### src/sv/wav_header_parser_core_macros.svh
// ----------------------------------------------------------------------------
// wav_header_parser_core_macros.svh
// Assertion macros for the WAV header parser. They compile to nothing when
// SYNTH is defined.
// ----------------------------------------------------------------------------
`ifndef WAV_HEADER_PARSER_CORE_MACROS_SVH
`define WAV_HEADER_PARSER_CORE_MACROS_SVH

`ifndef SYNTH
// Implication checked on every clock edge outside reset
`define WHP_ASSERT_IMPL(lbl, ante, cons) \
	lbl: assert property (@(posedge clk) disable iff (!arst_n) (ante) |-> (cons)) \
		else $error("assertion failed: lbl");
// Condition that must never be seen outside reset
`define WHP_ASSERT_NEVER(lbl, cond) \
	lbl: assert property (@(posedge clk) disable iff (!arst_n) !(cond)) \
		else $error("assertion failed: lbl");
`else
`define WHP_ASSERT_IMPL(lbl, ante, cons)
`define WHP_ASSERT_NEVER(lbl, cond)
`endif

`endif

### src/sv/whp_pkg.sv
// ----------------------------------------------------------------------------
// whp_pkg
// Types, status codes and the tag table shared by the WAV header parser.
// ----------------------------------------------------------------------------
`default_nettype none

package whp_pkg;

	// offset of the last header byte
	localparam logic [5:0] HDR_LAST = 6'd43;

	// result status codes
	typedef enum logic [3:0] {
		ST_OK       = 4'd0,
		ST_RIFF     = 4'd1,
		ST_WAVE     = 4'd2,
		ST_FMT      = 4'd3,
		ST_DATA     = 4'd4,
		ST_FMTSIZE  = 4'd5,
		ST_FORMAT   = 4'd6,
		ST_CHANNELS = 4'd7,
		ST_BYTERATE = 4'd8,
		ST_BITS     = 4'd9,
		ST_ALIGN    = 4'd10
	} status_t;

	// one classified header, passed from front to back
	typedef struct packed {
		logic        tag_err;
		status_t     err;
		logic [31:0] file_size;
		logic [31:0] fmt_size;
		logic [15:0] format_tag;
		logic [15:0] channels;
		logic [31:0] samp_rate;
		logic [31:0] byte_rate;
		logic [15:0] block_align;
		logic [15:0] bits_per_sample;
		logic [31:0] data_size;
	} job_t;

	// expected tag byte at an offset
	typedef struct packed {
		logic    hit;
		status_t err;
		logic [7:0] want;
	} tag_t;

	function automatic tag_t tag_at(input logic [5:0] off);
		tag_t t;
		t = '{hit: 1'b0, err: ST_OK, want: 8'h00};
		case (off)
			6'd0:  t = '{hit: 1'b1, err: ST_RIFF, want: 8'h52};
			6'd1:  t = '{hit: 1'b1, err: ST_RIFF, want: 8'h49};
			6'd2:  t = '{hit: 1'b1, err: ST_RIFF, want: 8'h46};
			6'd3:  t = '{hit: 1'b1, err: ST_RIFF, want: 8'h46};
			6'd8:  t = '{hit: 1'b1, err: ST_WAVE, want: 8'h57};
			6'd9:  t = '{hit: 1'b1, err: ST_WAVE, want: 8'h41};
			6'd10: t = '{hit: 1'b1, err: ST_WAVE, want: 8'h56};
			6'd11: t = '{hit: 1'b1, err: ST_WAVE, want: 8'h45};
			6'd12: t = '{hit: 1'b1, err: ST_FMT,  want: 8'h66};
			6'd13: t = '{hit: 1'b1, err: ST_FMT,  want: 8'h6d};
			6'd14: t = '{hit: 1'b1, err: ST_FMT,  want: 8'h74};
			6'd15: t = '{hit: 1'b1, err: ST_FMT,  want: 8'h20};
			6'd36: t = '{hit: 1'b1, err: ST_DATA, want: 8'h64};
			6'd37: t = '{hit: 1'b1, err: ST_DATA, want: 8'h61};
			6'd38: t = '{hit: 1'b1, err: ST_DATA, want: 8'h74};
			6'd39: t = '{hit: 1'b1, err: ST_DATA, want: 8'h61};
			default: t = '{hit: 1'b0, err: ST_OK, want: 8'h00};
		endcase
		return t;
	endfunction

endpackage

`default_nettype wire

### src/sv/whp_front.sv
// ----------------------------------------------------------------------------
// whp_front
// Takes header bytes, compares tag bytes and assembles the little-endian
// fields; pushes one job per finished or rejected header.
// ----------------------------------------------------------------------------
`default_nettype none

module whp_front import whp_pkg::*; (
	input  wire logic       clk,
	input  wire logic       arst_n,
	input  wire logic       in_valid,
	output logic            in_ready,
	input  wire logic [7:0] header_byte,
	output logic            push,
	output job_t            push_job,
	input  wire logic       q_ready
);

	logic [5:0]  off_q;
	logic [31:0] riff_size_q;
	logic [31:0] fmt_size_q;
	logic [15:0] format_tag_q;
	logic [15:0] channels_q;
	logic [31:0] rate_q;
	logic [31:0] byte_rate_q;
	logic [31:0] align_bits_q;
	logic [23:0] data_size_q;

	tag_t tag;
	logic accept;
	logic mismatch;
	logic last;

	assign in_ready = q_ready;
	assign accept   = in_valid && in_ready;
	assign tag      = tag_at(off_q);
	assign mismatch = tag.hit && (header_byte != tag.want);
	assign last     = (off_q == HDR_LAST);
	assign push     = accept && (mismatch || last);

	// build the job record for a rejected or completed header
	always_comb begin
		push_job = '0;
		if (mismatch) begin
			push_job.tag_err = 1'b1;
			push_job.err     = tag.err;
		end else begin
			push_job.tag_err         = 1'b0;
			push_job.err             = ST_OK;
			push_job.file_size       = riff_size_q;
			push_job.fmt_size        = fmt_size_q;
			push_job.format_tag      = format_tag_q;
			push_job.channels        = channels_q;
			push_job.samp_rate       = rate_q;
			push_job.byte_rate       = byte_rate_q;
			push_job.block_align     = align_bits_q[15:0];
			push_job.bits_per_sample = align_bits_q[31:16];
			push_job.data_size       = {header_byte, data_size_q};
		end
	end

	// advance the offset; restart after a mismatch or the last byte
	always_ff @(posedge clk or negedge arst_n) begin
		if (!arst_n) begin
			off_q <= '0;
		end else if (accept) begin
			if (mismatch || last) begin
				off_q <= '0;
			end else begin
				off_q <= off_q + 6'd1;
			end
		end
	end

	// shift field bytes into place; every byte is rewritten per header
	always_ff @(posedge clk) begin
		if (accept) begin
			case (off_q) inside
				[6'd4:6'd7]:   riff_size_q[off_q[1:0]*8 +: 8]  <= header_byte;
				[6'd16:6'd19]: fmt_size_q[off_q[1:0]*8 +: 8]   <= header_byte;
				[6'd20:6'd21]: format_tag_q[off_q[0]*8 +: 8]   <= header_byte;
				[6'd22:6'd23]: channels_q[off_q[0]*8 +: 8]     <= header_byte;
				[6'd24:6'd27]: rate_q[off_q[1:0]*8 +: 8]       <= header_byte;
				[6'd28:6'd31]: byte_rate_q[off_q[1:0]*8 +: 8]  <= header_byte;
				[6'd32:6'd35]: align_bits_q[off_q[1:0]*8 +: 8] <= header_byte;
				[6'd40:6'd42]: data_size_q[off_q[1:0]*8 +: 8]  <= header_byte;
				default: ;
			endcase
		end
	end

endmodule

`default_nettype wire

### src/sv/whp_queue.sv
// ----------------------------------------------------------------------------
// whp_queue
// Two-entry job queue between front and back.
// ----------------------------------------------------------------------------
`default_nettype none

module whp_queue import whp_pkg::*; (
	input  wire logic clk,
	input  wire logic arst_n,
	input  wire logic push,
	input  job_t      push_job,
	output logic      q_ready,
	output logic      q_valid,
	output job_t      q_job,
	input  wire logic pop
);

	job_t mem_q [2];
	logic wr_ptr_q;
	logic rd_ptr_q;
	logic [1:0] count_q;

	assign q_ready = (count_q != 2'd2);
	assign q_valid = (count_q != 2'd0);
	assign q_job   = mem_q[rd_ptr_q];

	// track pointers and fill level
	always_ff @(posedge clk or negedge arst_n) begin
		if (!arst_n) begin
			wr_ptr_q <= 1'b0;
			rd_ptr_q <= 1'b0;
			count_q  <= 2'd0;
		end else begin
			if (push) wr_ptr_q <= ~wr_ptr_q;
			if (pop)  rd_ptr_q <= ~rd_ptr_q;
			case ({push, pop})
				2'b10:   count_q <= count_q + 2'd1;
				2'b01:   count_q <= count_q - 2'd1;
				default: count_q <= count_q;
			endcase
		end
	end

	// store the pushed job
	always_ff @(posedge clk) begin
		if (push) mem_q[wr_ptr_q] <= push_job;
	end

endmodule

`default_nettype wire

### src/sv/whp_back.sv
// ----------------------------------------------------------------------------
// whp_back
// Validates queued headers in two stages: rate times align product, then
// the ordered field checks into the output register.
// ----------------------------------------------------------------------------
`default_nettype none

module whp_back import whp_pkg::*; (
	input  wire logic   clk,
	input  wire logic   arst_n,
	input  wire logic   q_valid,
	input  job_t        q_job,
	output logic        pop,
	output logic        out_valid,
	input  wire logic   out_ready,
	output status_t     out_status,
	output job_t        out_job
);

	logic        v_s1;
	job_t        job_s1;
	logic [31:0] prod_s1;
	logic        out_v_q;
	status_t     status_q;
	job_t        out_q;

	logic        out_en;
	logic        s1_en;
	logic [47:0] prod_full;
	logic [15:0] want_align;
	status_t     st;

	assign out_en     = !out_v_q || out_ready;
	assign s1_en      = !v_s1 || out_en;
	assign pop        = q_valid && s1_en;
	assign prod_full  = q_job.samp_rate * q_job.block_align;
	assign out_valid  = out_v_q;
	assign out_status = status_q;
	assign out_job    = out_q;

	// expected align once bits and channels have passed their checks
	assign want_align = (job_s1.bits_per_sample == 16'd16) ?
		{job_s1.channels[14:0], 1'b0} : job_s1.channels;

	// first failing check gives the status
	always_comb begin
		if (job_s1.tag_err)                           st = job_s1.err;
		else if (job_s1.fmt_size != 32'd16)           st = ST_FMTSIZE;
		else if (job_s1.format_tag != 16'd1)          st = ST_FORMAT;
		else if (job_s1.channels != 16'd1 && job_s1.channels != 16'd2)
			st = ST_CHANNELS;
		else if (job_s1.byte_rate != prod_s1)         st = ST_BYTERATE;
		else if (job_s1.bits_per_sample != 16'd8 && job_s1.bits_per_sample != 16'd16)
			st = ST_BITS;
		else if (job_s1.block_align != want_align)    st = ST_ALIGN;
		else                                          st = ST_OK;
	end

	// stage valid flags
	always_ff @(posedge clk or negedge arst_n) begin
		if (!arst_n) begin
			v_s1    <= 1'b0;
			out_v_q <= 1'b0;
		end else begin
			if (s1_en)  v_s1    <= q_valid;
			if (out_en) out_v_q <= v_s1;
		end
	end

	// stage payloads
	always_ff @(posedge clk) begin
		if (s1_en) begin
			job_s1  <= q_job;
			prod_s1 <= prod_full[31:0];
		end
		if (out_en) begin
			out_q    <= job_s1;
			status_q <= st;
		end
	end

endmodule

`default_nettype wire

### src/sv/wav_header_parser_core.sv
// ----------------------------------------------------------------------------
// wav_header_parser_core
// Canonical 44-byte PCM WAV header parser with valid/ready channels.
// ----------------------------------------------------------------------------
// Takes one header byte per cycle, sustained, as long as the result side
// keeps up. A wrong tag byte gives an error result at once with all fields
// zero; after the last byte the fmt size, format, channels, byte rate, bits
// and block align are checked in that order and one result is given. Parsing
// restarts at offset 0 after every result. Jobs pass through a two-entry
// queue into a two-stage check pipeline (the rate-times-align multiplier has
// its own stage): a job passes the queue, the product stage and then the
// output register. While the output is stalled up to four results are held;
// once the queue is full the input stalls too.
`default_nettype none

`include "wav_header_parser_core_macros.svh"

module wav_header_parser_core import whp_pkg::*; (
	input  wire logic        clk,
	input  wire logic        arst_n,
	input  wire logic        in_valid,
	output logic             in_ready,
	input  wire logic [7:0]  header_byte,
	output logic             out_valid,
	input  wire logic        out_ready,
	output logic [3:0]       status,
	output logic [31:0]      file_size,
	output logic [31:0]      samp_rate,
	output logic [31:0]      byte_rate,
	output logic [15:0]      channels,
	output logic [15:0]      block_align,
	output logic [15:0]      bits_per_sample,
	output logic [31:0]      data_size
);

	logic    push;
	job_t    push_job;
	logic    q_ready;
	logic    q_valid;
	job_t    q_job;
	logic    pop;
	status_t out_status;
	job_t    out_job;

	whp_front u_front (
		.clk         (clk),
		.arst_n      (arst_n),
		.in_valid    (in_valid),
		.in_ready    (in_ready),
		.header_byte (header_byte),
		.push        (push),
		.push_job    (push_job),
		.q_ready     (q_ready)
	);

	whp_queue u_queue (
		.clk      (clk),
		.arst_n   (arst_n),
		.push     (push),
		.push_job (push_job),
		.q_ready  (q_ready),
		.q_valid  (q_valid),
		.q_job    (q_job),
		.pop      (pop)
	);

	whp_back u_back (
		.clk        (clk),
		.arst_n     (arst_n),
		.q_valid    (q_valid),
		.q_job      (q_job),
		.pop        (pop),
		.out_valid  (out_valid),
		.out_ready  (out_ready),
		.out_status (out_status),
		.out_job    (out_job)
	);

	// drive the result ports
	assign status          = out_status;
	assign file_size       = out_job.file_size;
	assign samp_rate       = out_job.samp_rate;
	assign byte_rate       = out_job.byte_rate;
	assign channels        = out_job.channels;
	assign block_align     = out_job.block_align;
	assign bits_per_sample = out_job.bits_per_sample;
	assign data_size       = out_job.data_size;

	// checks on the queue and result contents
	`WHP_ASSERT_NEVER(a_push_full, push && !q_ready)
	`WHP_ASSERT_IMPL(a_ok_chan, out_valid && out_status == ST_OK, channels == 16'd1 || channels == 16'd2)
	`WHP_ASSERT_IMPL(a_tag_zero, out_valid && out_job.tag_err, (file_size == '0) && (data_size == '0))

endmodule

`default_nettype wire

### config.mk
export PLATFORM = sky130hd
export DESIGN_NAME = wav_header_parser_core
export DESIGN_NICKNAME = d
export VERILOG_FILES = /design/src/sv/whp_pkg.sv /design/src/sv/whp_front.sv /design/src/sv/whp_queue.sv /design/src/sv/whp_back.sv /design/src/sv/wav_header_parser_core.sv
export VERILOG_INCLUDE_DIRS = /design/src /design/src/sv
export SDC_FILE = /design/constraint.sdc
export NUM_CORES = 2
export LEC_CHECK = 0
export BUFFER_PORTS_ARGS = -buffer_cell sky130_fd_sc_hd__buf_4
export CAP_MARGIN = 10
export CORE_MARGIN = 2
export CORE_UTILIZATION = 60
export CTS_CLUSTER_SIZE = 25
export DETAILED_ROUTE_END_ITERATION = 10
export GPL_TIMING_DRIVEN = 0
export PLACE_DENSITY_LB_ADDON = 0.3
export SYNTH_ARGS = -nofsm -noshare
export SYNTH_HDL_FRONTEND = slang
export SYNTH_SLANG_ARGS = --single-unit
### constraint.sdc
create_clock -name clk -period 14.6 [get_ports clk]
set_clock_uncertainty 0.1 [all_clocks]
set_input_delay 0.73 -clock clk [delete_from_list [all_inputs] [get_ports clk]]
set_output_delay 0.73 -clock clk [all_outputs]
set_load 0.03 [all_outputs]
* After elaboration in Yosys (flattened, before gate mapping)
Memories as Yosys holds them, arrays and structs flattened.
Cells that the tools add are included.
** Operators by class
- Add/sub/neg operators :: 5
- $mul :: 1
- Div/mod/pow operators :: 0
- Order comparisons :: 16
- Equality and inequality tests :: 14
- Shift operators :: 6
- Multiplexer cells :: 22
- Bitwise logic cells :: 9
- Reductions and logical operators :: 29
** Operator list (count)
- $mux W224 :: 1
- $bwmux W32 :: 5
- $neg A4 Y34 :: 1
- $neg A5 Y34 :: 1
- $shift A8 B34 Y16 const A :: 1
- $shift A8 B34 Y24 const A :: 1
- $shift A8 B34 Y32 const A :: 1
- $shiftx A8 B34 Y16 :: 1
- $shiftx A8 B34 Y24 :: 1
- $shiftx A8 B34 Y32 :: 1
- $bwmux W16 :: 2
- $mul A32 B16 Y32 :: 1
- $ne A16 B1 Y1 const B :: 2
- $ne A32 B32 Y1 :: 1
- $ne A32 B5 Y1 const B :: 1
- $ge A6 B5 Y1 const B :: 5
- $le A6 B5 Y1 const B :: 5
- $mux W4 :: 7
- $bwmux W24 :: 1
- $eq A16 B5 Y1 const B :: 1
- $mux W16 :: 1
- $ne A16 B16 Y1 :: 1
- $ne A16 B2 Y1 const B :: 1
- $ne A16 B4 Y1 const B :: 1
- 30 further kinds :: 58
** Word-level totals
- Flip-flop bits (word level) :: 669
- Bits in latches :: 0
- Memory bits (writable) :: 458
- Memory bits (read-only) :: 704
- Input bits :: 12
- Output and inout bits :: 182
- Logic and storage cells :: 138
- Memories kept :: 2
** Memory list
- (name not given) :: depth 64, width 11, rd ports 1, clocked after Yosys merged registers in 0, wr ports 0, line whp_pkg.sv:52 : case (off)
- u_queue.mem_q :: depth 2, width 229, rd ports 1, clocked after Yosys merged registers in 0, wr ports 1, line whp_queue.sv:18 : job_t mem_q [2];

* Longest topological paths before layout
- Word-level depth :: 10
- Gate-level depth with buffers :: 29
- Gate-level depth less buffers :: 23

* Modules after synthesis
From an unflattened synthesis, not the netlist that was laid out.
** Second synthesis, totals
- Cell total of the unflattened synthesis :: 3432
- Area total of the unflattened synthesis :: 54832.6 µm²
** Modules (own cells, without submodules)
- whp_back :: times used 1, cells each 1998, area an instance 27478.9 µm², sequential area each 14884.3 µm²
- whp_queue :: times used 1, cells each 729, area an instance 17735.8 µm², sequential area each 13853.3 µm²
- whp_front :: times used 1, cells each 705, area an instance 9618.0 µm², sequential area each 6636.4 µm²

* Least setup slack after synthesis
No wires, ideal clock.
- Path type :: reg2reg
- From :: reg u_front.off_q[0]
- To :: mem u_queue.mem_q[0][0] in the netlist's numbering, enable pin
- Library setup time :: 848 ps
- Arrival time :: 12513 ps
- Required time :: 13652 ps
- Setup slack :: 1139 ps
- Cell stages (with the launch flop) :: 13
- Clock period less this slack :: 13461 ps
- Cell sequence :: dfrtp_1 > clkbuf_1 > inv_1 > clkbuf_1 > ha_1 > nor4b_1 > a31oi_1 > a31oi_1 > o32a_1 > a32o_1 > o211ai_4 > a21oi_1 > nor2b_1
** Between the ends
- Cells in the longest elaborated chain, start to end :: 7
- Elaborated cells on any way between the ends :: 8
- Classes of those cells :: eq/ne: 2; mux: 2; reduce/logical: 3; memory: 1
** RTL lines
- start, declared :: line whp_front.sv:19 : logic [5:0] off_q;
- start signal, assigned :: line whp_front.sv:70 : off_q <= off_q + 6'd1;
- $mem_v2 Z64 W11
- $ne A8 B8 Y1 :: line whp_front.sv:37 : assign mismatch = tag.hit && (header_byte != tag.want);
- $logic_and A1 B1 Y1 :: line whp_front.sv:37
- $logic_or A1 B1 Y1 (*) :: line whp_front.sv:39 : assign push = accept && (mismatch || last);
- $logic_and A1 B1 Y1 (*) :: line whp_front.sv:39
- $mux W1 (*) :: line whp_queue.sv:46 : if (push) mem_q[wr_ptr_q] <= push_job;
- $mux W1 (not written as such) (*) :: line whp_queue.sv:46
- end, declared :: line whp_queue.sv:18
Mark *: on every way between the ends. The rest lies on a longest branch, timed or not.

* Worst setup path after layout
- From :: reg u_queue.rd_ptr_q
- To :: reg u_back.prod_s1[30], data pin
** Between the ends
- Cells in the longest elaborated chain, start to end :: 2
** RTL lines
- start, declared :: line whp_queue.sv:20 : logic rd_ptr_q;
- start signal, assigned :: line whp_queue.sv:35 : if (pop) rd_ptr_q <= ~rd_ptr_q;
- $mem_v2 Z2 W229
- $mul A32 B16 Y32 :: line whp_back.sv:36 : assign prod_full = q_job.samp_rate * q_job.block_align;
- net u_back.prod_full[30] :: line whp_back.sv:29 : logic [47:0] prod_full;
- end signal, assigned :: line whp_back.sv:74 : prod_s1 <= prod_full[31:0];
- end, declared :: line whp_back.sv:22 : logic [31:0] prod_s1;
The timed path passes the listed nets, and every way through them passes these cells.
A chain may end at the register's enable or synchronous reset.

==> metrics.md <==
| Metric | Value |
|---|---|
| CTS Root Cell | `clkbuf_16` |
| Num CTS Buffers | `105` |
| Synth warn | `0` |
| Grt total ovfl | `0` |
| Initial antenna violation count | `6` |
| Vias per Instance | `5.623` |
| Period Utilization, post-route | `72.20%` |
| Min Tclk post-route | `10.54 ns` |
| Area grow syn2layout | `13.42%` |
| Die Y | `297.1 um` |
| EDFF count, synth | `1,112` |
| Cell mode on critical path | `fa_1` |
| Post-Synth Adder-Cell Area | `13.75%` |
| Cell area after synthesis | `51,540 um^2` |
| Critical-path top delay cell | `o311ai_0` |
| Synth area leaders | `edfxtp_1, fa_1, mux2_2, and2_1, inv_1` |
| Hold path depth | `0` |
| DRC errors left | `0` |
| Worst-path clk slew | `0.07 ns` |
| Total of max-cap violations | `0` |
| Syn Nets | `3,783` |
| Metal-1 WL | `45,110 um` |
| Outcome | `finished, final reports clean` |
| Share of cells above drive strength 1 | `16.33%` |
| FF-to-FF path depth | `25` |
| WL per Instance | `24.04 um` |
| Worst path required time | `14.83 ns` |
| Crit Path Class | `flop to flop` |
| Core Area | `85,150 um^2` |
| Endpoints failing setup | `0` |
| CP top delay family | `adder cells` |
| Dpl hpwl | `83,890 um` |
| Max stage delay on crit path | `0.91 ns` |
| Latest clock arrival within the worst-skew pair | `0.68 ns` |
| Final GP Congestion | `0.9492` |
| Area of the multi-input gates | `15,790 um^2` |
| Cell with the most instances after synthesis | `edfxtp_1` |
| Die ar. | `88,260 um^2` |
| R2r startpoint | `u_queue.rd_ptr_q` |
| WL final | `119,100 um` |
| Top post-synthesis cells by count | `edfxtp_1, inv_1, fa_1` |
| Yosys reg bits | `1,124` |
| Sequential cell area | `33,690 um^2` |
| RSZ-0062 raised after global routing | `no` |
| WP buf/inv | `8` |
| First-pass GRT wire length | `177,700 um` |
| Met3 routed WL | `8297 um` |
| # rows | `107` |
| Hold Path Class | `flop to flop` |
| Met2 WL | `60,150 um` |
| Pre-antenna DRT Iters | `6` |
| Final-layout fill cell count | `5,770` |
| Clock Sinks | `1,124` |
| Critical Path Source Type | `flop` |
| Ys flop type | `edfxtp_1` |
| Worst Tran Pin Value | `1.435 ns` |
| Synth Area in XOR/XNOR | `1.971%` |
| Fmax | `94.86 MHz` |
| Max Buffers Root-to-Sink | `3` |
| Compound-gate portion of the synthesized area | `1.702%` |
| Reg2Reg Capture Point | `u_back.prod_s1[30]` |
| Port bufs | `193` |
| Setup ws final | `4.059 ns` |
| Largest net degree at the start of global routing | `96` |
| Design area | `58,460 um^2` |
| TritonCTS clock tree | `done` |
| Fin. Hold Viols | `0` |
| Netlist cell types | `61` |
| Ys async rst share | `1.068%` |
| Worst relative slew slack | `3.985%` |
| Post-synth top area cell | `edfxtp_1` |
| Worst Path Arrival | `10.78 ns` |
| Sequential share of the synthesized area | `65.37%` |
| Largest family of logic cells by synthesized area | `adder cells` |
| Hold Startpoint | `u_back.job_s1[28]` |
| Vias in the first global route | `29,050` |
| Post-Synth Simple-Gate Area | `8.098%` |
| Critical path endpoint category | `flop` |
| Mapped Cells | `3,387` |
| Chip width | `297.1 um` |
| Initial Util | `60.53%` |
| Syn avg cell area | `15.22 um^2` |
| Slew Viols, Final | `0` |
| Highest routed metal layer | `met5` |
| GRT Total Usage | `27.35%` |
| R2R Setup Slk | `4.06 ns` |
| Routed Antenna Nets | `0` |
| Multiplexer share of the synthesized area | `5.062%` |
| Placed Area | `54,970 um^2` |
| Setup_tns | `0 ns` |
| Starting DRT DRC Count | `2,541` |
| Cts repair resizes | `0` |
| WHS Endpoint | `u_back.out_job[28]` |
| I/O pin count | `194` |
| DR vias | `27,860` |
| Top cell type's share of synthesized area | `64.79%` |
| Crit path from | `u_queue.rd_ptr_q` |
| Pre-CTS WS | `4.306 ns` |
| Fin nets | `4,115` |
| Crit path max fanout | `10` |
| Htree depth | `3` |
[flip-flops by register name, summed over array words and instances (netlist names), 16 cells and up]
| register | cells |
|---|---|
| u_queue.mem_q | 456 |
| u_back.job_s1 | 228 |
| u_back.out_job | 176 |
| u_back.prod_s1 | 32 |
| u_front.align_bits_q | 32 |
| u_front.byte_rate_q | 32 |
| u_front.fmt_size_q | 32 |
| u_front.rate_q | 32 |
| u_front.riff_size_q | 32 |
| u_front.data_size_q | 24 |
| u_front.channels_q | 16 |
| u_front.format_tag_q | 16 |
[placed cells by master, fill, tap and decap left out, types with 80 or more instances in the layout]
master     synthesis  routed
buf_4             13     213
edfxtp_1        1112    1112
nor2_1           206     206
xnor2_1           89      89
clkbuf_16          0     106
inv_1            413     412
clkbuf_1          70      91
nand2_1          273     272
ha_1              80      80
fa_1             304     304
and2_1           254     253
mux2_2           189     189
[repair_timing]
item	4_1_cts	5_1_grt
endpoints found under the hold margin	12	0
hold buffers	1	0
setup buffers	0	0
[metrics by stage]
step	hold WS [ns]	std cells	util (%)
finish	0.3105	4954	68.66
global route	0.3080	4953	68.65
CTS	0.2898	4949	68.62
detailed placement	0.3045	4751	64.55
global placement	0.3006	4724	63.91
floorplan	0.3003	3387	-
[layout make-up]
cell class                 count  share of cell area, %
antenna                        1               0.004281
buffer                       111                 0.8583
clock buffer                 127                  4.672
clock inverter                70                  1.231
inverter                     422                  2.722
multi-input combinational   1730                  27.00
sequential                  1124                  57.63
tap                         1144                  2.449
timing repair buffer         225                  3.427
[cell families (layout without fill, tap and decap cells)]
group | Yosys count | count (layout)
AOI/OAI and AO/OA | 133 | 133
xor gates and xnor gates | 116 | 116
adders and majority gates | 384 | 384
buffers and inverters | 533 | 955
DFF | 1124 | 1124
muxes | 237 | 237
other | 0 | 1
and+or+nand+nor | 860 | 860
[worst max-delay path by stage]
stage                                       to  slack (ns)  depth (start not counted)
after floorplan            u_queue.mem_q[0][0]        1.14                         12
after global placement    u_queue.mem_q[0][73]       -5.60                         12
after detailed placement    u_back.prod_s1[30]        4.31                         25
after CTS                   u_back.prod_s1[30]        4.18                         25
after global routing        u_back.prod_s1[30]        3.87                         25
final                       u_back.prod_s1[30]        4.06                         25
[layer usage]
metal  vias up  track usage, %
met5         -               0
met1     14230           34.47
li1      12240               -
met4         4           12.58
met2      1125           46.55
met3       261           4.871
Power is not shown: default switching activity piles up to over one toggle a cycle in this logic, so the estimate is an artifact.
